`src/design/pidf_pkg.sv`:
```
// pidf_pkg: shared constants, register codes, config and flow-control types
// for the PIDF control step unit. Depends on nothing.
package pidf_pkg;

	// Fixed divisors of the integrator increment and of the final sum.
	localparam int unsigned I_DIVISOR   = 100;
	localparam int unsigned OUT_DIVISOR = 100;

	// Constant divider: |dividend| < 2^MAG_W, q = (mag * RECIP) >> SHIFT.
	// RECIP = ceil(2^SHIFT / D) with SHIFT = MAG_W + clog2(D) gives exact floors.
	localparam int unsigned MAG_W   = 34;
	localparam int unsigned HALF_W  = MAG_W / 2;
	localparam int unsigned RECIP_W = MAG_W + 1;
	localparam int unsigned PP_W    = (MAG_W - HALF_W) + RECIP_W;
	localparam int unsigned PROD_W  = MAG_W + RECIP_W;
	localparam int unsigned SHIFT_W = 6;

	localparam int unsigned I_SHIFT   = MAG_W + $clog2(I_DIVISOR);
	localparam int unsigned OUT_SHIFT = MAG_W + $clog2(OUT_DIVISOR);

	localparam logic [63:0] I_RECIP_64 =
		((64'd1 << I_SHIFT) + 64'(I_DIVISOR) - 64'd1) / 64'(I_DIVISOR);
	localparam logic [63:0] OUT_RECIP_64 =
		((64'd1 << OUT_SHIFT) + 64'(OUT_DIVISOR) - 64'd1) / 64'(OUT_DIVISOR);

	localparam logic [RECIP_W-1:0] I_RECIP   = I_RECIP_64[RECIP_W-1:0];
	localparam logic [RECIP_W-1:0] OUT_RECIP = OUT_RECIP_64[RECIP_W-1:0];
	localparam logic [SHIFT_W-1:0] I_SHIFT_V   = SHIFT_W'(I_SHIFT);
	localparam logic [SHIFT_W-1:0] OUT_SHIFT_V = SHIFT_W'(OUT_SHIFT);

	// Pipeline depth, input register through result register.
	localparam int unsigned NSTAGE = 8;

	// Config port.
	localparam int unsigned REG_IDX_W  = 3;
	localparam int unsigned CFG_DATA_W = 31;
	localparam int unsigned GAIN_W     = 16;
	localparam int unsigned LIMIT_W    = 31;

	typedef enum logic [REG_IDX_W-1:0] {
		REG_GAIN_P       = 3'd0,
		REG_GAIN_I       = 3'd1,
		REG_GAIN_D       = 3'd2,
		REG_GAIN_FF      = 3'd3,
		REG_WINDUP_LIMIT = 3'd4,
		REG_DERIV_LIMIT  = 3'd5,
		REG_OUTPUT_LIMIT = 3'd6
	} reg_idx_t;

	typedef enum logic {
		CMD_RUN   = 1'b0,
		CMD_CLEAR = 1'b1
	} cmd_t;

	typedef struct packed {
		logic [GAIN_W-1:0]  gain_p;
		logic [GAIN_W-1:0]  gain_i;
		logic [GAIN_W-1:0]  gain_d;
		logic [GAIN_W-1:0]  gain_ff;
		logic [LIMIT_W-1:0] windup_limit;
		logic [LIMIT_W-1:0] deriv_limit;
		logic [LIMIT_W-1:0] output_limit;
	} cfg_t;

	// fill: an item actually enters the stage this cycle.
	typedef struct packed {
		logic [NSTAGE-1:0] fill;
	} flow_t;

endpackage

```
`src/design/pidf_flow.sv`:
```
// pidf_flow: per-stage valid bits and load enables of the item pipeline.
// Depends on pidf_pkg.
module pidf_flow (
	input  logic            clk,
	input  logic            arst_n,
	input  logic            item_valid,
	output logic            item_ready,
	output logic            result_valid,
	input  logic            result_ready,
	output pidf_pkg::flow_t flow
);

	localparam int unsigned N = pidf_pkg::NSTAGE;

	logic [N-1:0] valid_q;
	logic [N-1:0] en;
	logic [N-1:0] upstream;

	// a stage can load when empty or when its item moves on
	assign en[N-1] = ~valid_q[N-1] | result_ready;
	for (genvar k = 0; k < N - 1; k++) begin : g_en
		assign en[k] = ~valid_q[k] | en[k+1];
	end

	assign upstream  = {valid_q[N-2:0], item_valid};
	assign flow.fill = en & upstream;

	assign item_ready   = en[0];
	assign result_valid = valid_q[N-1];

	always_ff @(posedge clk or negedge arst_n) begin
		if (!arst_n) begin
			valid_q <= '0;
		end else begin
			valid_q <= (en & upstream) | (~en & valid_q);
		end
	end

endmodule

```
`config.mk`:
```
export PLATFORM = sky130hd
export DESIGN_NAME = pidf_flow
export DESIGN_NICKNAME = d
export VERILOG_FILES = /design/src/design/pidf_pkg.sv /design/src/design/pidf_flow.sv
export SDC_FILE = /design/constraint.sdc
export NUM_CORES = 1
export LEC_CHECK = 0
export BUFFER_PORTS_ARGS = -buffer_cell sky130_fd_sc_hd__buf_2
export CAP_MARGIN = 0
export CORE_AREA = 2 2 39 41
export CTS_BUF_LIST = sky130_fd_sc_hd__clkbuf_2 sky130_fd_sc_hd__clkbuf_4 sky130_fd_sc_hd__clkbuf_8
export CTS_CLUSTER_SIZE = 40
export DETAILED_ROUTE_END_ITERATION = 8
export DIE_AREA = 0 0 41 43
export PLACE_DENSITY = 0.57
export SKIP_CTS_REPAIR_TIMING = 1
export SLEW_MARGIN = 20
export SYNTH_ARGS = -nofsm -noshare
export SYNTH_HDL_FRONTEND = slang
export SYNTH_SLANG_ARGS = --single-unit
export TNS_END_PERCENT = 1
```
`constraint.sdc`:
```
create_clock -name clk -period 1.5 [get_ports clk]
set_input_delay 0.075 -clock clk [delete_from_list [all_inputs] [get_ports clk]]
set_output_delay 0.075 -clock clk [all_outputs]
set_load 0.03 [all_outputs]
```
# Word level (Yosys, flattened, before mapping)
# Cells that the tools add are included.
totals:
  reg_bits: 8
  wordCells: 21
  input_bits: 4
  output_inout_bits: 10
op_classes:
  bitwise_logic: 20
ops:
  columns: ["cell", "count"]
  rows:
  - ["bitwise AND 8 bit", 2]
  - ["inverter 1 bit", 8]
  - ["inverter 8 bit", 1]
  - ["OR 1 bit", 8]
  - ["OR 8 bit", 1]

# Depth between registers and ports, before layout
depth:
  word_depth: 12
  ltp_mapped: 3
  mapped_depth_nobuf: 2

# Worst setup path after synthesis
# OpenSTA, ideal clock, no wires.
synth_path:
  path_type: "reg2out"
  startpoint: "register (tool-made name)"
  endpoint: "output flow[5] (netlist bit)"
  t_required_ps: 1425
  n_path_buf: 1
  stages_incl_launch_ff: 4
  arrival_ps: 1560
  path_slack_ps: -135
  path_cell_list: "dfrtp_1 > and3b_1 > buf_6 > a21boi_0"
synth_rtl:
  columns: ["element", "line_no", "source"]
  rows:
  - ["end: declaration", "pidf_flow.sv:10", "output pidf_pkg::flow_t flow"]

==> impl_metrics.env <==
export IMPL_routed_wl_um=787
export IMPL_tritoncts_num_sinks=8
export IMPL_sequentialPowerShare=0.410
export IMPL_fmaxAchievable_mhz=687
export IMPL_portBuffers=13
export IMPL_cap_violations=0
export IMPL_setup_viol=0
export IMPL_design_core_area_mm2=0.00138
export IMPL_p_leak_nw=0.236
export IMPL_hold_path_class="input port to flop"
export IMPL_gp_congestion=0.685
export IMPL_layout_commonest_cell="sky130_fd_sc_hd__buf_2"
export IMPL_first_global_vias=268
export IMPL_ir_drop_v=0.000481
export IMPL_clock_tree_buffer_depth=2
export IMPL_internal_power_w=0.000450
export IMPL_clock_tree_htree_level_count=1
export IMPL_grt_overflow=0
export IMPL_worstHoldPathCells=2
export IMPL_register_clock_pin_slew_on_the_reported_worst_setup_and_hold_paths_ps=50
export IMPL_power_share_switching=0.393
export IMPL_unrepaired_setup_endpoints_after_global_routing="false"
export IMPL_row_count=14
export IMPL_seq_area_frac_synth=0.500
export IMPL_endpoint_kind="primary output"
export IMPL_initialDrtViolationCount=12
export IMPL_fin_area_um2=510
export IMPL_setup_worst_path_start_class="flop"
export IMPL_dp_hpwl_um=563
export IMPL_yosysUniqueCellTypes=19
export IMPL_die_w_um=41
export IMPL_layout_cells_most_common_list="sky130_fd_sc_hd__buf_2 (11), sky130_fd_sc_hd__dfrtp_1 (6), sky130_fd_sc_hd__inv_1 (3), sky130_fd_sc_hd__clkbuf_4 (3)"
export IMPL_stdcell_count=66
export IMPL_finalHoldViolCount=0
export IMPL_post_route_cells_drive_above_1_share=0.440
export IMPL_hp_start="item_valid"
export IMPL_synth_top_cells_by_area="sky130_fd_sc_hd__dfrtp_1 (50%), sky130_fd_sc_hd__a21boi_0 (5.6%), sky130_fd_sc_hd__a21o_2 (4.4%)"
export IMPL_drt_pre_antenna_iters=4
export IMPL_cell_with_the_biggest_individual_delay_on_the_critical_path="sky130_fd_sc_hd__dfrtp_1"
export IMPL_power_density_mw_per_mm2=1450
export IMPL_r2r_cells=2
export IMPL_path_max_fanout=10
export IMPL_synthCells=35
export IMPL_comb_power_share=0.369
export IMPL_ys_warn_count=0
export IMPL_area_of_the_mapped_netlist_um2=400
export IMPL_grt_usage=0.0963
export IMPL_synth_seq_cells=8
export IMPL_fill_cells=143
export IMPL_grt_first_pass_wirelength_mm=1.11
export IMPL_max_stage_delay_ps=390
export IMPL_clk_root_buffer_cell="sky130_fd_sc_hd__clkbuf_4"
export IMPL_drt_wirelength_per_cell_um=11.9
export IMPL_total_die_area_mm2=0.00176
export IMPL_rrSetupSlack_ps=460
export IMPL_power_clock_fraction=0.221
export IMPL_top_level_ports=14
export IMPL_cts_made_buffers=3
export IMPL_antenna_violations_before_repair=0
export IMPL_route_antenna_remaining_nets=0
export IMPL_finClkSkew_ps=2.77
export IMPL_slew_hr=0.868
export IMPL_crit_required_ps=1420
export IMPL_power_switching_w=0.000292
export IMPL_critPathArrivalTime_ps=1380
export IMPL_postSynthAreaPerCell_um2=11.4
export IMPL_final_min_clock_period_ps=1460
export IMPL_grt_max_degree=11
export IMPL_die_height_um=43
export IMPL_max_slew_worst_pin_slew_ps=195
export IMPL_crit_type="flop to primary output"
export IMPL_fin_crit_sh=0.971
export IMPL_ordered_list_of_cells_on_the_worst_path="and3b_2 > a41oi_1 > buf_4"
export IMPL_antennaDiodeCount=0
export IMPL_finalNetCount=56
export IMPL_floorplan_initialDensity=0.289
export IMPL_post_dp_cell_area_um2=469
export IMPL_syn_num_nets=39
export IMPL_synthDominantCellAreaShare=0.500
export IMPL_cts_tree="done"
export IMPL_via_per_inst=4.88
export IMPL_via_count=322
export IMPL_cell_accounting_for_the_most_synthesized_area="sky130_fd_sc_hd__dfrtp_1"
export IMPL_flow_area_growth_from_synthesis_pct=27.5
export IMPL_placed_cells=62
export IMPL_clock_latency_ps=250
export IMPL_run_status="completed"
export IMPL_drt_drc_violations_left=0
export IMPL_timing_final_max_slew_violations=0
-- cell usage after synthesis, drive strengths merged --
cell,instances
buf,2
a41o,1
nand2b,2
a21boi,3
and4b,1
and2,1
and3b,1
a31o,2
and4,2
or2,1
a31oi,2
dfrtp,8
nor2b,1
a21o,3
inv,3
nand3,1
a41oi,1
-- logic make-up after synthesis --
family          count (synthesis)  synth area share
compound gates                 12             0.241
flops                           8             0.500
buf+inv                         5            0.0687
simple gates                   10             0.191
-- how the worst max path moves through the flow --
stage | cells past startpoint | slack [ps] | end
2_1_floorplan | 3 | -120 | flow[2]
3_3_place_gp | 3 | 260 | flow[3]
3_5_place_dp | 3 | 270 | flow[3]
4_1_cts | 3 | -10 | flow[3]
5_1_grt | 3 | 4 | flow[3]
6_report | 3 | 40 | flow[3]
-- layer usage --
| metal | wire length [µm] | global-route usage | vias to the layer above |
|---|---|---|---|
| met2 | 345 | 0.125 | 10 |
| met3 | 55 | 0.0314 | 0 |
| met5 | 0 | 0 | - |
| li1 | - | - | 161 |
| met4 | 0 | 0.0600 | 0 |
| met1 | 386 | 0.132 | 151 |
-- area by class of cell --
type,instances,area (µm²),share of cell area
sequential,8,203,0.397
multi-input combinational,22,174,0.341
timing repair buffer,14,80.1,0.157
clock buffer,3,22.5,0.0441
tap,16,20.0,0.0392
inverter,3,11.3,0.0221
-- critical path, delay by kind of cell, from the launching register on --
kind	cells	cell delay, ps
flops	1	390
simple gates	1	290
compound gates	1	260
buf+inv	1	200
-- metrics by stage --
step	setup TNS, ps	utilization	setup slack, ps	power, W	hold slack (ps)
global route	0	0.369	4.28	0.000789	37.2
finish	0	0.369	44.0	0.000742	29.9
CTS	-12.5	0.355	-12.5	0.000738	-344
detailed placement	0	0.339	266	0.000570	-69.5
global placement	0	0.339	264	0.000569	-69.6
floorplan	-140	-	-119	0.000507	-221
-- power by group through the flow --
| stage | Clock (W) | Sequential (W) | Combinational (W) |
|---|---|---|---|
| CTS | 0.000171 | 0.000300 | 0.000267 |
| global route | 0.000183 | 0.000312 | 0.000295 |
| floorplan | 0 | 0.000285 | 0.000221 |
| global placement | 0 | 0.000303 | 0.000266 |
| finish | 0.000164 | 0.000304 | 0.000274 |
| detailed placement | 0 | 0.000304 | 0.000266 |
No activity file was read; power rests on OpenSTA's default activity.
