`config.mk`:
```
export PLATFORM = sky130hd
export DESIGN_NAME = pidf_cdiv
export DESIGN_NICKNAME = d
export VERILOG_FILES = /design/src/design/pidf_pkg.sv /design/src/design/pidf_cdiv.sv
export SDC_FILE = /design/constraint.sdc
export NUM_CORES = 2
export LEC_CHECK = 0
export BUFFER_PORTS_ARGS = -buffer_cell sky130_fd_sc_hd__buf_2
export CAP_MARGIN = 25
export CELL_PAD_IN_SITES_DETAIL_PLACEMENT = 0
export CELL_PAD_IN_SITES_GLOBAL_PLACEMENT = 1
export CORE_ASPECT_RATIO = 1.1
export CORE_MARGIN = 2
export CORE_UTILIZATION = 45
export DETAILED_ROUTE_END_ITERATION = 10
export PLACE_DENSITY = 0.86
export SLEW_MARGIN = 30
export SYNTH_ARGS = -nofsm -noshare
export SYNTH_HDL_FRONTEND = slang
export SYNTH_SLANG_ARGS = --single-unit
```
`constraint.sdc`:
```
create_clock -name clk -period 6.7 [get_ports clk]
set_clock_uncertainty 0.15 [all_clocks]
set_input_delay 0.335 -clock clk [delete_from_list [all_inputs] [get_ports clk]]
set_output_delay 0.335 -clock clk [all_outputs]
set_load 0.02 [all_outputs]
```
`src/design/pidf_pkg.sv`:
```
// pidf_pkg: shared constants, register codes, config and flow-control types
// for the PIDF control step unit. Depends on nothing.
package pidf_pkg;

	// Fixed divisors of the integrator increment and of the final sum.
	localparam int unsigned I_DIVISOR   = 100;
	localparam int unsigned OUT_DIVISOR = 100;

	// Constant divider: |dividend| < 2^MAG_W, q = (mag * RECIP) >> SHIFT.
	// RECIP = ceil(2^SHIFT / D) with SHIFT = MAG_W + clog2(D) gives exact floors.
	localparam int unsigned MAG_W   = 34;
	localparam int unsigned HALF_W  = MAG_W / 2;
	localparam int unsigned RECIP_W = MAG_W + 1;
	localparam int unsigned PP_W    = (MAG_W - HALF_W) + RECIP_W;
	localparam int unsigned PROD_W  = MAG_W + RECIP_W;
	localparam int unsigned SHIFT_W = 6;

	localparam int unsigned I_SHIFT   = MAG_W + $clog2(I_DIVISOR);
	localparam int unsigned OUT_SHIFT = MAG_W + $clog2(OUT_DIVISOR);

	localparam logic [63:0] I_RECIP_64 =
		((64'd1 << I_SHIFT) + 64'(I_DIVISOR) - 64'd1) / 64'(I_DIVISOR);
	localparam logic [63:0] OUT_RECIP_64 =
		((64'd1 << OUT_SHIFT) + 64'(OUT_DIVISOR) - 64'd1) / 64'(OUT_DIVISOR);

	localparam logic [RECIP_W-1:0] I_RECIP   = I_RECIP_64[RECIP_W-1:0];
	localparam logic [RECIP_W-1:0] OUT_RECIP = OUT_RECIP_64[RECIP_W-1:0];
	localparam logic [SHIFT_W-1:0] I_SHIFT_V   = SHIFT_W'(I_SHIFT);
	localparam logic [SHIFT_W-1:0] OUT_SHIFT_V = SHIFT_W'(OUT_SHIFT);

	// Pipeline depth, input register through result register.
	localparam int unsigned NSTAGE = 8;

	// Config port.
	localparam int unsigned REG_IDX_W  = 3;
	localparam int unsigned CFG_DATA_W = 31;
	localparam int unsigned GAIN_W     = 16;
	localparam int unsigned LIMIT_W    = 31;

	typedef enum logic [REG_IDX_W-1:0] {
		REG_GAIN_P       = 3'd0,
		REG_GAIN_I       = 3'd1,
		REG_GAIN_D       = 3'd2,
		REG_GAIN_FF      = 3'd3,
		REG_WINDUP_LIMIT = 3'd4,
		REG_DERIV_LIMIT  = 3'd5,
		REG_OUTPUT_LIMIT = 3'd6
	} reg_idx_t;

	typedef enum logic {
		CMD_RUN   = 1'b0,
		CMD_CLEAR = 1'b1
	} cmd_t;

	typedef struct packed {
		logic [GAIN_W-1:0]  gain_p;
		logic [GAIN_W-1:0]  gain_i;
		logic [GAIN_W-1:0]  gain_d;
		logic [GAIN_W-1:0]  gain_ff;
		logic [LIMIT_W-1:0] windup_limit;
		logic [LIMIT_W-1:0] deriv_limit;
		logic [LIMIT_W-1:0] output_limit;
	} cfg_t;

	// fill: an item actually enters the stage this cycle.
	typedef struct packed {
		logic [NSTAGE-1:0] fill;
	} flow_t;

endpackage

```
`src/design/pidf_cdiv.sv`:
```
// pidf_cdiv: unsigned divide by a constant as a reciprocal multiply, split in
// two partial products that are registered, then summed and shifted. Uses pidf_pkg.
module pidf_cdiv (
	input  logic                           clk,
	input  logic                           en,
	input  logic [pidf_pkg::MAG_W-1:0]     mag,
	input  logic [pidf_pkg::RECIP_W-1:0]   recip,
	input  logic [pidf_pkg::SHIFT_W-1:0]   shift,
	output logic [pidf_pkg::MAG_W-1:0]     quot
);

	localparam int unsigned HW = pidf_pkg::HALF_W;
	localparam int unsigned MW = pidf_pkg::MAG_W;

	logic [pidf_pkg::PP_W-1:0]   pp_hi_q;
	logic [pidf_pkg::PP_W-1:0]   pp_lo_q;
	logic [pidf_pkg::PROD_W-1:0] prod;
	logic [pidf_pkg::PROD_W-1:0] prod_sh;

	always_ff @(posedge clk) begin
		if (en) begin
			pp_hi_q <= pidf_pkg::PP_W'(mag[MW-1:HW]) * pidf_pkg::PP_W'(recip);
			pp_lo_q <= pidf_pkg::PP_W'(mag[HW-1:0]) * pidf_pkg::PP_W'(recip);
		end
	end

	assign prod    = {pp_hi_q, HW'(0)} + pidf_pkg::PROD_W'(pp_lo_q);
	assign prod_sh = prod >> shift;
	assign quot    = prod_sh[MW-1:0];

endmodule
```
# After elaboration in Yosys (flattened, before gate mapping)
# Cells that the tools add are included.
# Widths: inputs -> output; s select.
[word_totals]
reg_bits = 104
latch_bits = 0
ram_bits = 0
rom_bits = 0
in_bits = 77
output_inout_bits = 34
elab_cells = 6
n_memories = 0
[classes]
add_sub_neg = 1
n_mul = 2
n_div = 0
n_lt_le_gt_ge = 0
eq_ne = 0
n_shift = 1
muxes = 0
bitwise = 0
n_reduce_logical = 0
[op_table]
columns = ["cell", "n"]
rows = [
  ["$mul 17x35->52", 2],
  ["$add 69x52->69", 1],
  ["$shr 69x6->34", 1],
]

# Longest topological paths before layout
[depth]
depth_word = 2
ltp_mapped = 27
ltp_nobuf = 25

# Worst setup path before layout
# Ideal clock, no wire load.
[synth_path]
path_type = "input to register"
from = "in mag[19] in the netlist's numbering"
to = "reg pp_hi_q[45] in the netlist's numbering, data pin"
setup_ns = 0.265
t_arrival_ns = 6.934
required_time_ns = 6.285
path_slack_ns = -0.649
stages = 24
n_path_buf = 2
path_cell_list = "clkbuf_1 clkbuf_1 nand2_1 fa_1 fa_1 fa_1 fa_1 inv_1 fa_1 inv_1 fa_1 inv_1 ha_1 a211oi_1 o21ai_0 a221oi_1 a311oi_1 o41ai_1 o21ai_0 a31oi_1 a21oi_1 a221oi_1 o21ai_0 xor2_1"
[synth_between]
elab_chain_len = 1
[synth_rtl]
columns = ["element", "line_no", "text"]
rows = [
  ["start: declaration", "pidf_cdiv.sv:6", "input logic [pidf_pkg::MAG_W-1:0] mag,"],
  ["$mul 17x35->52", "pidf_cdiv.sv:22", "pp_hi_q <= pidf_pkg::PP_W'(mag[MW-1:HW]) * pidf_pkg::PP_W'(recip);"],
  ["end signal: assignment", "pidf_cdiv.sv:22", ""],
  ["end: declaration", "pidf_cdiv.sv:15", "logic [pidf_pkg::PP_W-1:0] pp_hi_q;"],
]
# Every way passes these cells.
# A chain may end at the register's enable or synchronous reset.

# Worst setup path in the final report
[layout_path]
from = "in mag[5] in the netlist's numbering"
to = "reg pp_lo_q[51] in the netlist's numbering, data pin"
[layout_between]
elab_chain_len = 1
[layout_rtl]
columns = ["element", "line_no", "text"]
rows = [
  ["$mul 17x35->52", "pidf_cdiv.sv:23", "pp_lo_q <= pidf_pkg::PP_W'(mag[HW-1:0]) * pidf_pkg::PP_W'(recip);"],
  ["end signal: assignment", "pidf_cdiv.sv:23", ""],
  ["end: declaration", "pidf_cdiv.sv:16", "logic [pidf_pkg::PP_W-1:0] pp_lo_q;"],
]
# Every way passes these cells.

==> impl_metrics.csv <==
group,metric,value,unit
grt,grt_max_degree,77,
clocking,clockRootBuffer,"clkbuf_16",
logic_synthesis,synthAdderAreaFrac,0.486,
logic_synthesis,syn-cell-area,0.0481,mm²
clocking,ctsHoldBuffers,0,
logic_synthesis,yosysWarnings,0,
route,vias,39057,
logic_synthesis,synth_cell_type_count,98,
cells_and_area,fillers,9882,
logic_synthesis,synth_compound_area_frac,0.0878,
logic_synthesis,synth_ff_type,"edfxtp_1",
floorplanning,num_io_pins,111,
floorplanning,fp.dieW,316,µm
clocking,cts.sinks,104,
place,dpl_cell_area,0.0526,mm²
grt,antenna_found_initial,8,
sta,tightest_slew,1.03,ns
place,portBuffers,110,
route,drt_drc_violations_left,0,
grt,grt_pass1_vias,41397,
logic_synthesis,ys_seq_area_frac,0.0650,
route,drt_pass1_iterations,6,
place,detailed_place_hpwl,117000,µm
floorplanning,initial_core_util,0.455,
worst_setup_path,cp-start-kind,"primary input",
sta,final-max-slew-violation-count,0,
grt,grt_util_all_layers,0.258,
route,antenna_left,0,
logic_synthesis,syn_area_per_cell,8.70,µm²
logic_synthesis,synthCells,5524,
clocking,clkSlewWorstSetupHoldPaths,0.07,ns
cells_and_area,multi_input_area,0.0397,mm²
sta,rsz0062_at_grt,"true",
worst_setup_path,cp_max_fo,18,
cells_and_area,syn2layout_area_growth,12.3,%
logic_synthesis,synth_top_family_by_area,"adder cells",
floorplanning,fp.dieH,347,µm
grt,use_met1,0.349,
route,avgRoutedWirePerCell,19.4,µm
sta,hold_violations,0,
logic_synthesis,ys_ff_latch,104,
grt,gr-total-overflow,0,
clocking,cts_buffers,9,
min_path,hp-class,"primary input to flop",
sta,fmaxAchievable,0.152,GHz
cells_and_area,layout.area.seq,0.00312,mm²
place,gp_congestion,0.976,
floorplanning,rows,125,
grt,top_usage_layer,"met2",
floorplanning,coreArea,0.106,mm²
flow_run,cap_viol_max_count,0,
sta,hold_ws,0.253,ns
place,preCtsSetupSlack,-0.611,ns
logic_synthesis,muxShareOfSynthArea,0.0436,
worst_setup_path,crit_arrival,6.52,ns
route,avgViaCountPerCell,5.44,
logic_synthesis,postSynthNetCount,6877,
sta,fin_ws,0.129,ns
floorplanning,die_area,0.109,mm²
grt,grt_use_met2,0.433,
route,routed_wl,139000,µm
sta,setup_violations,0,
clocking,cts_max_path_buffers,2,
grt,use_met3,0.0266,
logic_synthesis,synth_edf_count,104,
sta,slew_headroom,0.314,
worst_setup_path,required,6.65,ns
cells_and_area,fin_area,0.0540,mm²
run_status,status,"completed",
route,first_iter_violations,2841,
logic_synthesis,yosys.area_share.simple,0.170,
sta,period_minus_slack,6.57,ns
cells_and_area,nets,7127,
clocking,cts_tree,"built",
worst_setup_path,cp-end-kind,"flop",
logic_synthesis,synthArstFlopShare,0,
grt,grt_pass1_wl,224000,µm
cells_and_area,final_util,0.511,
logic_synthesis,synth_xor_area_frac,0.0253,
cells_and_area,drive_gt1_frac,0.134,
worst_setup_path,setup.worst_path.class,"primary input to flop",
clocking,htree_levels,3,
sta,timing.final.crit_share,0.981,
==> cells in the mapped netlist, types with 9 or more instances <==
master    count  area share
a31oi_1      22      0.0029
or2_2        11      0.0014
a221oi_1     15      0.0027
ha_1        287       0.075
nor2_1      144       0.011
a311oi_1     15      0.0027
xnor2_1      86       0.016
xor2_1       53      0.0097
mux4_2       39       0.018
nand4_1      26      0.0034
o211ai_1     22      0.0034
nand3_1      32      0.0033
o221ai_1      9      0.0016
a21oi_1     138       0.014
o21ai_0      90      0.0094
o22ai_1      20      0.0026
nand2b_1     21      0.0027
nor2b_1      19      0.0025
a211oi_1     35      0.0055
buf_1        14      0.0011
buf_2        13      0.0014
clkbuf_1    281       0.022
nor3_1       44      0.0046
edfxtp_1    104       0.065
fa_1        989        0.41
o21bai_1     12      0.0019
and3_1       20      0.0026
inv_1      1182       0.092
nand2_1     893       0.070
a21o_1       75       0.012
nor4_1       11      0.0014
o21a_1       31      0.0048
mux2_2       26      0.0061
and2_1      476       0.062
mux2i_1      90       0.019
a211o_1      10      0.0018
==> repair_timing <==
| action | in CTS | in global routing |
|---|---|---|
| buffers inserted | 2 | 15 |
| setup endpoints to repair | 18 | 30 |
| pin swaps | 7 | 96 |
| gates cloned | 0 | 5 |
| gates resized for setup | 20 | 187 |
==> path summary, 6_finish.rpt <==
check,startpoint,endpoint,slack (ns),cells after the start
max,mag[5],pp_lo_q[51],0.13,26
min,en,pp_lo_q[11],0.25,1
==> registers in the layout, indices dropped and copies added (netlist names) <==
signal and flops:
pp_hi_q 52, pp_lo_q 52
==> per-layer routing <==
layer / vias to the layer above / share of wire / wire length, µm
met5: - / 0.00047 / 65
met4: 10 / 0.036 / 5030
met3: 287 / 0.062 / 8670
met2: 1464 / 0.48 / 67200
met1: 19828 / 0.42 / 58600
li1: 17468 / - / -
==> critical path, cell delays in order <==
cell,delay (ns)
buf_4,0.19
and2_4,0.19
fa_1,0.54
inv_1,0.06
fa_1,0.50
fa_1,0.52
inv_1,0.06
fa_1,0.47
fa_1,0.53
inv_2,0.04
fa_1,0.51
inv_2,0.07
ha_4,0.24
a21o_1,0.18
a311o_1,0.31
a31oi_1,0.16
buf_4,0.16
nor2b_4,0.04
o41ai_4,0.35
a21o_1,0.22
a21oi_2,0.09
a31oi_2,0.20
buf_4,0.14
nand3_2,0.07
a31oi_2,0.21
xnor2_1,0.10
==> kinds of logic after synthesis <==
family                     count (synthesis)
AOI/OAI and AO/OA                        608
xor gates and xnor gates                 139
adders and majority gates               1276
buffers and inverters                   1512
DFF                                      104
muxes                                    156
and+or+nand+nor                         1729
==> through the flow <==
step / instances / TNS [ns]
floorplan: 5524 / 0
global placement: 7138 / -10.41
detailed placement: 7138 / -13.23
CTS: 7155 / 0
global route: 7176 / -0.463
finish: 7177 / 0
==> area by class of cell <==
type,count,area share
diodes,2,0.0000927
clock buffers,9,0.00417
clock inverters,6,0.00169
inverters,1183,0.0822
multi-input cells,3908,0.735
flip-flops and latches,104,0.0578
well taps,1397,0.0324
repair buffers,568,0.0869
==> cell usage in the layout, fill, tap and decap left out, types with 30 or more instances in the layout <==
master / netlist / final
inv_1: 1182 / 1170
fa_1: 989 / 980
nand2_1: 893 / 889
and2_1: 476 / 466
buf_4: 6 / 413
ha_1: 287 / 273
nor2_1: 144 / 143
a21oi_1: 138 / 133
edfxtp_1: 104 / 104
mux2i_1: 90 / 90
xnor2_1: 86 / 86
o21ai_0: 90 / 80
a21o_1: 75 / 75
buf_2: 13 / 74
xor2_1: 53 / 53
nor3_1: 44 / 43
mux4_2: 39 / 39
a211oi_1: 35 / 32
buf_6: 8 / 32
o21a_1: 31 / 31
nand3_1: 32 / 30
Power is not shown: default switching activity piles up to over one toggle a cycle in this logic, so the estimate is an artifact.
