**src/design/pidf_pkg.sv**
```systemverilog
// pidf_pkg: shared constants, register codes, config and flow-control types
// for the PIDF control step unit. Depends on nothing.
package pidf_pkg;

	// Fixed divisors of the integrator increment and of the final sum.
	localparam int unsigned I_DIVISOR   = 100;
	localparam int unsigned OUT_DIVISOR = 100;

	// Constant divider: |dividend| < 2^MAG_W, q = (mag * RECIP) >> SHIFT.
	// RECIP = ceil(2^SHIFT / D) with SHIFT = MAG_W + clog2(D) gives exact floors.
	localparam int unsigned MAG_W   = 34;
	localparam int unsigned HALF_W  = MAG_W / 2;
	localparam int unsigned RECIP_W = MAG_W + 1;
	localparam int unsigned PP_W    = (MAG_W - HALF_W) + RECIP_W;
	localparam int unsigned PROD_W  = MAG_W + RECIP_W;
	localparam int unsigned SHIFT_W = 6;

	localparam int unsigned I_SHIFT   = MAG_W + $clog2(I_DIVISOR);
	localparam int unsigned OUT_SHIFT = MAG_W + $clog2(OUT_DIVISOR);

	localparam logic [63:0] I_RECIP_64 =
		((64'd1 << I_SHIFT) + 64'(I_DIVISOR) - 64'd1) / 64'(I_DIVISOR);
	localparam logic [63:0] OUT_RECIP_64 =
		((64'd1 << OUT_SHIFT) + 64'(OUT_DIVISOR) - 64'd1) / 64'(OUT_DIVISOR);

	localparam logic [RECIP_W-1:0] I_RECIP   = I_RECIP_64[RECIP_W-1:0];
	localparam logic [RECIP_W-1:0] OUT_RECIP = OUT_RECIP_64[RECIP_W-1:0];
	localparam logic [SHIFT_W-1:0] I_SHIFT_V   = SHIFT_W'(I_SHIFT);
	localparam logic [SHIFT_W-1:0] OUT_SHIFT_V = SHIFT_W'(OUT_SHIFT);

	// Pipeline depth, input register through result register.
	localparam int unsigned NSTAGE = 8;

	// Config port.
	localparam int unsigned REG_IDX_W  = 3;
	localparam int unsigned CFG_DATA_W = 31;
	localparam int unsigned GAIN_W     = 16;
	localparam int unsigned LIMIT_W    = 31;

	typedef enum logic [REG_IDX_W-1:0] {
		REG_GAIN_P       = 3'd0,
		REG_GAIN_I       = 3'd1,
		REG_GAIN_D       = 3'd2,
		REG_GAIN_FF      = 3'd3,
		REG_WINDUP_LIMIT = 3'd4,
		REG_DERIV_LIMIT  = 3'd5,
		REG_OUTPUT_LIMIT = 3'd6
	} reg_idx_t;

	typedef enum logic {
		CMD_RUN   = 1'b0,
		CMD_CLEAR = 1'b1
	} cmd_t;

	typedef struct packed {
		logic [GAIN_W-1:0]  gain_p;
		logic [GAIN_W-1:0]  gain_i;
		logic [GAIN_W-1:0]  gain_d;
		logic [GAIN_W-1:0]  gain_ff;
		logic [LIMIT_W-1:0] windup_limit;
		logic [LIMIT_W-1:0] deriv_limit;
		logic [LIMIT_W-1:0] output_limit;
	} cfg_t;

	// fill: an item actually enters the stage this cycle.
	typedef struct packed {
		logic [NSTAGE-1:0] fill;
	} flow_t;

endpackage

```
**src/design/pidf_regs.sv**
```systemverilog
// pidf_regs: configuration register file of the PIDF control step unit.
// Depends on pidf_pkg.
module pidf_regs (
	input  logic                             clk,
	input  logic                             arst_n,
	input  logic                             cfg_valid,
	output logic                             cfg_ready,
	input  logic [pidf_pkg::REG_IDX_W-1:0]   cfg_index,
	input  logic [pidf_pkg::CFG_DATA_W-1:0]  cfg_data,
	output pidf_pkg::cfg_t                   cfg
);

	pidf_pkg::cfg_t cfg_q;

	assign cfg_ready = 1'b1;
	assign cfg       = cfg_q;

	always_ff @(posedge clk or negedge arst_n) begin
		if (!arst_n) begin
			// gains, windup limit and derivative limit zero, output limit at full scale
			cfg_q <= {{(4 * pidf_pkg::GAIN_W + 2 * pidf_pkg::LIMIT_W){1'b0}},
				{pidf_pkg::LIMIT_W{1'b1}}};
		end else if (cfg_valid) begin
			unique case (pidf_pkg::reg_idx_t'(cfg_index))
				pidf_pkg::REG_GAIN_P:       cfg_q.gain_p <= cfg_data[pidf_pkg::GAIN_W-1:0];
				pidf_pkg::REG_GAIN_I:       cfg_q.gain_i <= cfg_data[pidf_pkg::GAIN_W-1:0];
				pidf_pkg::REG_GAIN_D:       cfg_q.gain_d <= cfg_data[pidf_pkg::GAIN_W-1:0];
				pidf_pkg::REG_GAIN_FF:      cfg_q.gain_ff <= cfg_data[pidf_pkg::GAIN_W-1:0];
				pidf_pkg::REG_WINDUP_LIMIT: cfg_q.windup_limit <= cfg_data[pidf_pkg::LIMIT_W-1:0];
				pidf_pkg::REG_DERIV_LIMIT:  cfg_q.deriv_limit <= cfg_data[pidf_pkg::LIMIT_W-1:0];
				pidf_pkg::REG_OUTPUT_LIMIT: cfg_q.output_limit <= cfg_data[pidf_pkg::LIMIT_W-1:0];
				default: begin
					// unused index: write dropped
				end
			endcase
		end
	end

endmodule

```
**config.mk**
```make
export PLATFORM = sky130hd
export DESIGN_NAME = pidf_regs
export DESIGN_NICKNAME = d
export VERILOG_FILES = /design/src/design/pidf_pkg.sv /design/src/design/pidf_regs.sv
export SDC_FILE = /design/constraint.sdc
export NUM_CORES = 1
export LEC_CHECK = 0
export ABC_AREA = 1
export ABC_CLOCK_PERIOD_IN_PS = 820
export BUFFER_PORTS_ARGS = -buffer_cell sky130_fd_sc_hd__clkbuf_2
export CAP_MARGIN = 10
export CELL_PAD_IN_SITES_DETAIL_PLACEMENT = 1
export CELL_PAD_IN_SITES_GLOBAL_PLACEMENT = 2
export CORE_UTILIZATION = 25
export DETAILED_ROUTE_END_ITERATION = 10
export PLACE_DENSITY = 0.78
export SETUP_SLACK_MARGIN = 0.02
export SYNTH_ARGS = -nofsm -noshare
export SYNTH_HDL_FRONTEND = slang
export SYNTH_SLANG_ARGS = --single-unit
```
**constraint.sdc**
```tcl
create_clock -name clk -period 0.82 [get_ports clk]
set_clock_uncertainty 0.1 [all_clocks]
set_input_delay 0.123 -clock clk [delete_from_list [all_inputs] [get_ports clk]]
set_output_delay 0.123 -clock clk [all_outputs]
set_load 0.03 [all_outputs]
```
* Word level (Yosys, flattened, before mapping)
Cells that the tools add are included.
** Storage, ports and cells
- Output and inout port bits :: 158
- Flip-flop bits (word level) :: 157
- Input bits :: 37
- Logic and storage cells :: 21
** Cells by class
- Reduce and logical (&&, ||, !) cells :: 8
- Equality and inequality tests :: 6
** Operator list (count)
- 2-bit AND reduction :: 7
- 3-bit == test, second input constant :: 3
- 3-bit by 2-bit == test with 1-bit output, second input constant :: 2
- 3-bit by 1-bit == test with 1-bit output, second input constant :: 1
- 3-bit zero test :: 1

* Depth between registers and ports, before layout
Gate-level depths: netlist of run 1.
- Depth in word-level cells :: 2
- Depth in mapped cells :: 6
- Depth with buffers taken out :: 5

* Worst setup path after synthesis of run 1
No wires, ideal clock.
- Path kind :: input to register
- From :: in cfg_index[1] (netlist name)
- To :: reg cfg_q (netlist bit cfg[114])
- Path buffers :: 1
- Arrival time :: 0.832 ns
- Stages :: 6
- Library setup time :: 0.118 ns
- Slack :: -0.230 ns
- Required time :: 0.602 ns
- Path through :: inv_1 > nor2_2 > nand2_1 > buf_2 > nand2_1 > nand2_1
** Between the ends
- Word-level cells in the longest chain between the ends :: 2
** RTL lines
- start, declared :: RTL line pidf_regs.sv:8 : input logic [pidf_pkg::REG_IDX_W-1:0] cfg_index,
- 3-bit by 2-bit == test with 1-bit output :: RTL line pidf_regs.sv:24 : unique case (pidf_pkg::reg_idx_t'(cfg_index))
- 2-bit AND reduction (no source line)
- end signal, assigned :: RTL line pidf_regs.sv:21 : cfg_q <= {{(4 * pidf_pkg::GAIN_W + 2 * pidf_pkg::LIMIT_W){1'b0}},
- end, declared :: RTL line pidf_regs.sv:13 : pidf_pkg::cfg_t cfg_q;
Every way passes these cells.
A chain may end at the register's enable or synchronous reset.

* Worst setup path after layout of run 1
- From :: reg cfg_q (netlist bit cfg[12])
- To :: out cfg[12] (netlist name)
** RTL lines
- end, declared :: RTL line pidf_regs.sv:10 : output pidf_pkg::cfg_t cfg
No word-level cell between the ends.

==> results.toml, run 1 <==
[run_status]
status = "complete, but fails checks"
failed_checks = "negative hold slack, negative setup slack"

[timing]
slew_violations = 0
rsz0062_at_grt = "true"
final.period_utilization = 1.640
holdWs_ns = -0.07372
finalHoldViolations = 69
fin_ws_ns = -0.5245
finalCriticalPeriod_ns = 1.345
fmax_ghz = 0.7438
finalSetupTns_ns = -65.71
setup_violations = 213

[synth]
yosysUniqueCellTypes = 12
ys_seq_area_frac = 0.6503
syn_nets = 727
synth_top_family_by_area = "simple AND/OR/NAND/NOR gates"
yosys_warnings = 0
synth_top_area_share = 0.5168
synth_fa_ha_area_frac = 0
synth.area.mux_share = 0
netlist_area_sq_um = 6101
synth_cells = 690
synth_xor_area_frac = 0
syn_avg_cell_area_sq_um = 8.842
yosys.area_share.simple = 0.3189
ys_top_cells_by_area = "dfrtp_1 (52%), nand2_1 (25%), dfstp_2 (13%)"
yosys.area.top_type = "dfrtp_1"
ys_seq_elements = 157
synth_compound_area_frac = 0

[clocking]
clk_path_buf_depth = 2
clk_latency_ns = 0.42
ctsHoldBuffers = 16
path_clk_slew_ns = 0.07
cts.sinks = 157
tritoncts = "built"
cts_inserted_buffers = 17
cts_root_buf = "clkbuf_16"
cts-htree-levels = 4

[placed_design]
preCtsSetupSlack_ns = -0.4724
place_congestion = 0.7456
placed_cells = 1214
hpwl_mm = 15.26
io_buffer_count = 193
place_area_sq_um = 8135

[critical_path]
r2r_start = "cfg[12]"
arrival_ns = 1.12
critPathMaxFanout = 2
required_ns = 0.60
critPathTopFamily = "flip-flops"
start_kind = "flop"
criticalPathCategory = "flop to output pin"
cpMaxStageDelayCell = "dfstp_2"
reg2reg_slack_ns = -0.15
max_stage_delay_ns = 0.57
crit_path_start = "cfg[12]"
cp_num_buf_inv = 1
cp_cell_sequence = "buf_8"
critPathCaptureType = "output pin"

[route]
drc = 0
via_per_inst = 4.393
wl_per_cell_um = 19.01
drtIter0Drc = 182
met3_length_mm = 1.264
drt_pass1_iterations = 4
final_antenna_net_count = 0
met2_length_mm = 12.75
finalWirelength_mm = 25.21
top_layer = "met4"
vias = 5825
wl_met1_mm = 10.81

[power_and_ir_drop]
powerDensity_nw_per_um2 = 2660
combinationalPowerShare = 0.368
irDropWorstVdd_mv = 0.9619
netSwitchingFraction = 0.3483
p_sw_mw = 10.59
p_clk_frac = 0.269
p_seq_frac = 0.363
p_int_mw = 19.82
power.leakage_nw = 5.662

[final_layout]
n_antenna_cell = 0
areaGrowthSynthToFinish_pct = 87.43
final_cells = 1326
final_area_sq_um = 11430
fin_nets = 1031
largest_register_ffs = 157
utilization = 0.4828
final_layout_size_suffix_gt1_frac = 0.5104

[floorplan]
initial_core_util = 0.2576
ios = 195
rows = 56
die-width_um = 158.2
die_area_sq_um = 25030
coreArea_sq_um = 23680
die_y_um = 158.2

[job]
max_cap_violations = 0

[global_routing]
grt.overflow.total = 0
grt_pass1_wl_mm = 35.82
grt_max_degree = 32
antenna_found_initial = 0
grt_usage = 0.1933
grt_pass1_vias = 6098

[min_path]
hold_class = "input pin to flop"
min_from = "cfg_data[13]"
## cell usage in the layout, fill, tap and decap left out, drive strengths merged
cell type    count
buf            268
bufinv           2
clkbuf          57
clkinv           3
clkinvlp         3
conb             1
dfrtp          126
dfstp           31
dlygate4sd3     16
inv             10
nand2          404
nand3           79
nor2             7
## power groups by stage
stage | registers, mW | clock network, mW | logic (mW)
floorplan | 13.3 | 0 | 1.43
finish | 11.0 | 8.17 | 11.2
global placement | 10.5 | 0 | 6.87
CTS | 10.6 | 8.35 | 9.80
global route | 11.2 | 8.65 | 11.9
detailed placement | 10.5 | 0 | 7.00
## worst min-delay path, cell delays in order
cell	delay, ns
clkbuf_2	0.17
nand2_1	0.10
nand2_1	0.05
## per-stage QoR
step	hold WS, ns	total power [mW]
after floorplan	-0.2726	14.77
after global placement	-0.09942	17.35
after detailed placement	-0.09688	17.48
after CTS	-0.09791	28.72
after global routing	-0.07028	31.72
final	-0.07372	30.42
## path summary, 6_finish.rpt
path | end | cells after the start
max in group asynchronous | cfg[18] | 3
min in group asynchronous | cfg[96] | 2
worst max register to register | cfg[12] | 3
worst max-delay path | cfg[12] | 1
worst min-delay path | cfg[13] | 3
worst min register to register | cfg[27] | 2
## synthesized netlist by cell type
| master | number |
|---|---|
| buf_2 | 18 |
| buf_4 | 1 |
| clkbuf_1 | 17 |
| clkinv_1 | 1 |
| conb_1 | 1 |
| dfrtp_1 | 126 |
| dfstp_2 | 31 |
| inv_1 | 5 |
| nand2_1 | 404 |
| nand3_1 | 79 |
| nor2_1 | 4 |
| nor2_2 | 3 |
## repair_timing
action	4_1_cts	5_1_grt
cloned	0	5
endpoints found under the setup margin	211	270
buffers inserted	33	34
gates resized for setup	334	268
hold endpoints to repair	297	53
pin swaps	24	36
## cell families after synthesis
group         count (synthesis)
simple gates                490
buf+inv                      42
flops                       157
other cells                   1
## final cells by class
class	instances	area, sq um
clock buffer	20	456.7
clock inverter	12	136.4
fill	2623	12250
inverter	6	45.04
multi-input combinational	491	2340
sequential	157	4015
tap	319	399.1
timing repair buffer	321	4043
## routing by layer
| layer | vias up | global-route usage |
|---|---|---|
| met5 | - | 0 |
| met3 | 20 | 0.04489 |
| met1 | 2925 | 0.2534 |
| met2 | 136 | 0.3133 |
| met4 | 0 | 0.06227 |
| li1 | 2744 | - |
Note: power is estimated with default switching activity, not from simulation.
==> run 2, diff against run 1 <==
Settings changed: ABC_CLOCK_PERIOD_IN_PS 820 to 1750.
Clock period 0.82 ns to 1.75 ns, I/O delays scaled along.
==> run 2 against run 1 <==
Effect of this change: the flow now finishes without violations; highest routed layer unchanged; cell count down 6.1%; critical endpoint is now cfg[7]; clock power down 55%; sequential share of layout area up 12 points; first-iteration DRC count up 51%; non-clock buffer count down 81.
==> results.toml, run 2 (synthesis gave the netlist of run 1 again) <==
[run_status]
status = "completed"

[route]
wl_per_cell_um = 17.07
drtIter0Drc = 275
vias = 5353
via_per_inst = 4.300
final_antenna_net_count = 0
finalWirelength_mm = 21.25
drc = 0
drt_pass1_iterations = 4

[final_layout]
n_antenna_cell = 0
final_area_sq_um = 8358
final_cell_mix = "nand2_1 (404), clkbuf_2 (192), dfrtp_1 (126)"
final_layout_size_suffix_gt1_frac = 0.3153
fin_nets = 950
utilization = 0.3529
largest_register_ffs = 157
final_common_cell = "nand2_1"
areaGrowthSynthToFinish_pct = 37.00

[critical_path]
critPathCaptureType = "output pin"
critPathTopFamily = "flip-flops"
start_kind = "flop"
cpMaxStageDelayCell = "dfstp_2"
cp_cell_sequence = "clkbuf_2"
cp_num_buf_inv = 1
criticalPathCategory = "flop to output pin"
required_ns = 1.39
arrival_ns = 1.17
max_stage_delay_ns = 0.55
critPathMaxFanout = 2

[global_routing]
grt.overflow.total = 0
grt_pass1_vias = 5775
grt_pass1_wl_mm = 33.40
antenna_found_initial = 0
grt_max_degree = 39
grt_usage = 0.1788

[timing]
relSlewSlack = 0.6228
slew_violations = 0
worstMarginPinSlew_ns = 0.5645
rsz0062_at_grt = "false"
finalCriticalPeriod_ns = 1.530
setup_violations = 0
finalSetupTns_ns = 0
finalHoldViolations = 0
fmax_ghz = 0.6535
final.period_utilization = 0.8744
fin_ws_ns = 0.2198

[clocking]
clk_latency_ns = 0.41
tritoncts = "built"
cts-htree-levels = 4
ctsHoldBuffers = 16
cts_setup_buffers = 0
cts_inserted_buffers = 17
path_clk_slew_ns = 0.06
clk_path_buf_depth = 2
cts.sinks = 157
cts_root_buf = "clkbuf_16"
cts_resized = 0

[floorplan]
die_area_sq_um = 25030
initial_core_util = 0.2576
die_y_um = 158.2
ios = 195
coreArea_sq_um = 23680
die-width_um = 158.2
rows = 56

[power_and_ir_drop]
power.leakage_nw = 4.633
powerDensity_nw_per_um2 = 1402
irDropWorstVdd_mv = 0.4917

[placed_design]
place_area_sq_um = 7611
io_buffer_count = 193
preCtsSetupSlack_ns = 0.1721
place_congestion = 0.7302
hpwl_mm = 15.03

[min_path]
hold_class = "input pin to flop"

[job]
max_cap_violations = 0
==> run 2: cell types whose count changed in the layout (fill, tap and decap cells not counted), moves of 16 or more <==
cell      delta
dfrtp_1     +38
buf_6       -50
nand2_1     +68
buf_8      -157
nand2_2     -62
nand3_1     +30
clkbuf_2   +161
dfrtp_2     -38
buf_4       -16
nand3_2     -30
==> run 2: cell type report <==
cell class,count,area [sq um]
Sequential cell,157,3968
Inverter,6,22.52
Multi-Input combinational cell,491,1967
Clock inverter,11,116.4
Tap cell,319,399.1
Fill cell,2881,15320
Clock buffer,21,470.5
Timing Repair Buffer,240,1415
==> run 2: final timing paths <==
| path | end | cells after the start | start | slack [ns] |
|---|---|---|---|---|
| max in group asynchronous | cfg[3] | 3 | arst_n | 0.69 |
| max | cfg[7] | 1 | cfg[7] | 0.22 |
| max reg2reg | cfg[27] | 2 | cfg[27] | 0.91 |
| min reg2reg | cfg[9] | 2 | cfg[9] | 0.37 |
| min in group asynchronous | cfg[49] | 2 | arst_n | 0.22 |
| min | cfg[3] | 3 | cfg_data[3] | 0.07 |
==> run 2: tightest hold or removal path, stage by stage <==
cell,delay (ns)
clkbuf_2,0.17
nand2_1,0.10
nand2_1,0.04
==> run 2: routing by layer <==
layer,up-vias,wire [um],share of wire,track usage
met4,0,176,0.0083,0.03984
met2,134,9963,0.47,0.2859
met1,2617,9836,0.46,0.2368
li1,2588,-,-,-
met3,14,1273,0.060,0.05365
met5,-,0,0,0
==> run 2: through the flow <==
stage	hold WS [ns]	total power, mW	std cells
after floorplan	-0.1331	6.837	690
after global placement	0.1124	8.042	1197
after detailed placement	0.1143	8.093	1197
after CTS	0.04645	11.89	1245
after global routing	0.07297	12.34	1245
final	0.06917	11.72	1245
==> run 2: where the power goes <==
group / switching, mW / leakage [nW] / internal (mW)
Combinational: 2.35 / 2.44 / 0.831
Clock: 1.50 / 0.285 / 2.20
Sequential: 0.418 / 1.91 / 4.41
==> run 3, diff against run 2 <==
Settings changed: ABC_CLOCK_PERIOD_IN_PS 1750 to 1910.
Clock period 1.75 ns to 1.91 ns, I/O delays scaled along.
==> run 3 against run 2 <==
Effect of this change: design area grew 0.73%; clock-buffer cell count is 1 lower; utilization grew 0.26 points; register-to-register slack better by 0.16 ns; wire length grew 1.8%; first-iteration DRC count fell by 0.36%; critical endpoint unchanged; highest routed layer unchanged.
==> results.toml, run 3 (synthesis gave the netlist of run 1 again) <==
[final_layout]
fin_nets = 950
final_common_cell = "nand2_1"
largest_register_ffs = 157
utilization = 0.3555
final_area_sq_um = 8419
final_cells = 1245
areaGrowthSynthToFinish_pct = 38.00
final_layout_size_suffix_gt1_frac = 0.3164
n_antenna_cell = 0
final_cell_mix = "nand2_1 (404), clkbuf_2 (192), dfrtp_1 (126)"

[clocking]
clk_path_buf_depth = 2
cts-htree-levels = 4
cts_root_buf = "clkbuf_16"
path_clk_slew_ns = 0.07
cts.sinks = 157
cts_inserted_buffers = 17
tritoncts = "built"
clk_latency_ns = 0.42
cts_resized = 0

[critical_path]
critPathMaxFanout = 2
crit_path_start = "cfg[7]"
start_kind = "flop"
cp.depth = 1
r2r_cells = 2
cpMaxStageDelayCell = "dfstp_2"
cp_num_buf_inv = 1
arrival_ns = 1.19
critPathTopFamily = "flip-flops"
worstSetupEndpoint = "cfg[7]"
critPathCaptureType = "output pin"
reg2reg_slack_ns = 1.07
rr_endpoint = "cfg[22]"
required_ns = 1.52
criticalPathCategory = "flop to output pin"
cp_cell_sequence = "clkbuf_2"
r2r_start = "cfg[22]"
max_stage_delay_ns = 0.56

[floorplan]
die-width_um = 158.2
rows = 56
coreArea_sq_um = 23680
die_y_um = 158.2
initial_core_util = 0.2576
ios = 195
die_area_sq_um = 25030

[power_and_ir_drop]
powerDensity_nw_per_um2 = 1322
irDropWorstVdd_mv = 0.4761
power.total_mw = 11.13
power.leakage_nw = 4.671

[timing]
finalHoldViolations = 0
fmax_ghz = 0.6332
final.period_utilization = 0.8269
finalSetupTns_ns = 0
slew_violations = 0
relSlewSlack = 0.6172
worstMarginPinSlew_ns = 0.5727
finalCriticalPeriod_ns = 1.579
rsz0062_at_grt = "false"
setup_violations = 0
holdWs_ns = 0.07883
fin_ws_ns = 0.3306

[route]
drt_pass1_iterations = 4
met2_length_mm = 10.04
finalWirelength_mm = 21.64
vias = 5375
top_layer = "met4"
met3_length_mm = 1.234
final_antenna_net_count = 0
drc = 0
drtIter0Drc = 274
via_per_inst = 4.317
wl_per_cell_um = 17.38
wl_met1_mm = 10.11

[global_routing]
grt_max_degree = 40
grt_pass1_wl_mm = 33.75
grt_pass1_vias = 5714
antenna_found_initial = 0
grt.overflow.total = 0
grt_usage = 0.1819

[placed_design]
place_congestion = 0.7510
preCtsSetupSlack_ns = 0.3301
hpwl_mm = 15.36
placed_cells = 1197
place_area_sq_um = 7611
io_buffer_count = 193

[run_status]
status = "completed"

[min_path]
hold_class = "input pin to flop"

[job]
max_cap_violations = 0
-- run 3: worst reg2reg max path: cells and delay by family, from the launching register on --
kind	cells	cell delay (ns)
DFF	1	0.54
and+or+nand+nor	2	0.14
-- run 3: layout make-up --
type | instances | area, sq um
Clock inverter | 12 | 181.4
Clock buffer | 20 | 466.7
Multi-Input combinational cell | 491 | 1967
Tap cell | 319 | 399.1
Inverter | 6 | 22.52
Sequential cell | 157 | 3968
Timing Repair Buffer | 240 | 1415
Fill cell | 2870 | 15260
-- run 3: how the worst min path moves through the flow --
stage,startpoint,endpoint,slack (ns),depth (start not counted)
floorplan,arst_n,cfg[100],-0.11,0
global placement,arst_n,cfg[49],0.15,1
detailed placement,arst_n,cfg[49],0.15,1
CTS,cfg_data[3],cfg[3],0.07,3
global route,cfg_data[3],cfg[3],0.09,3
finish,cfg_data[15],cfg[15],0.08,3
-- run 3: metal layers --
metal / vias to the layer above / track usage
li1: 2580 / -
met1: 2630 / 0.2414
met2: 148 / 0.2905
met3: 17 / 0.04681
met4: 0 / 0.05266
met5: - / 0
-- run 3: repair_timing --
| item | CTS | global route |
|---|---|---|
| buffers inserted | 0 | 0 |
| hold buffers | 16 | 0 |
| hold endpoints to repair | 47 | 0 |
-- run 3: report_power, final --
group	total (mW)	internal [mW]	switching, mW
sequential	4.43	4.04	0.393
clock	3.77	2.31	1.46
combinational	2.93	0.761	2.17
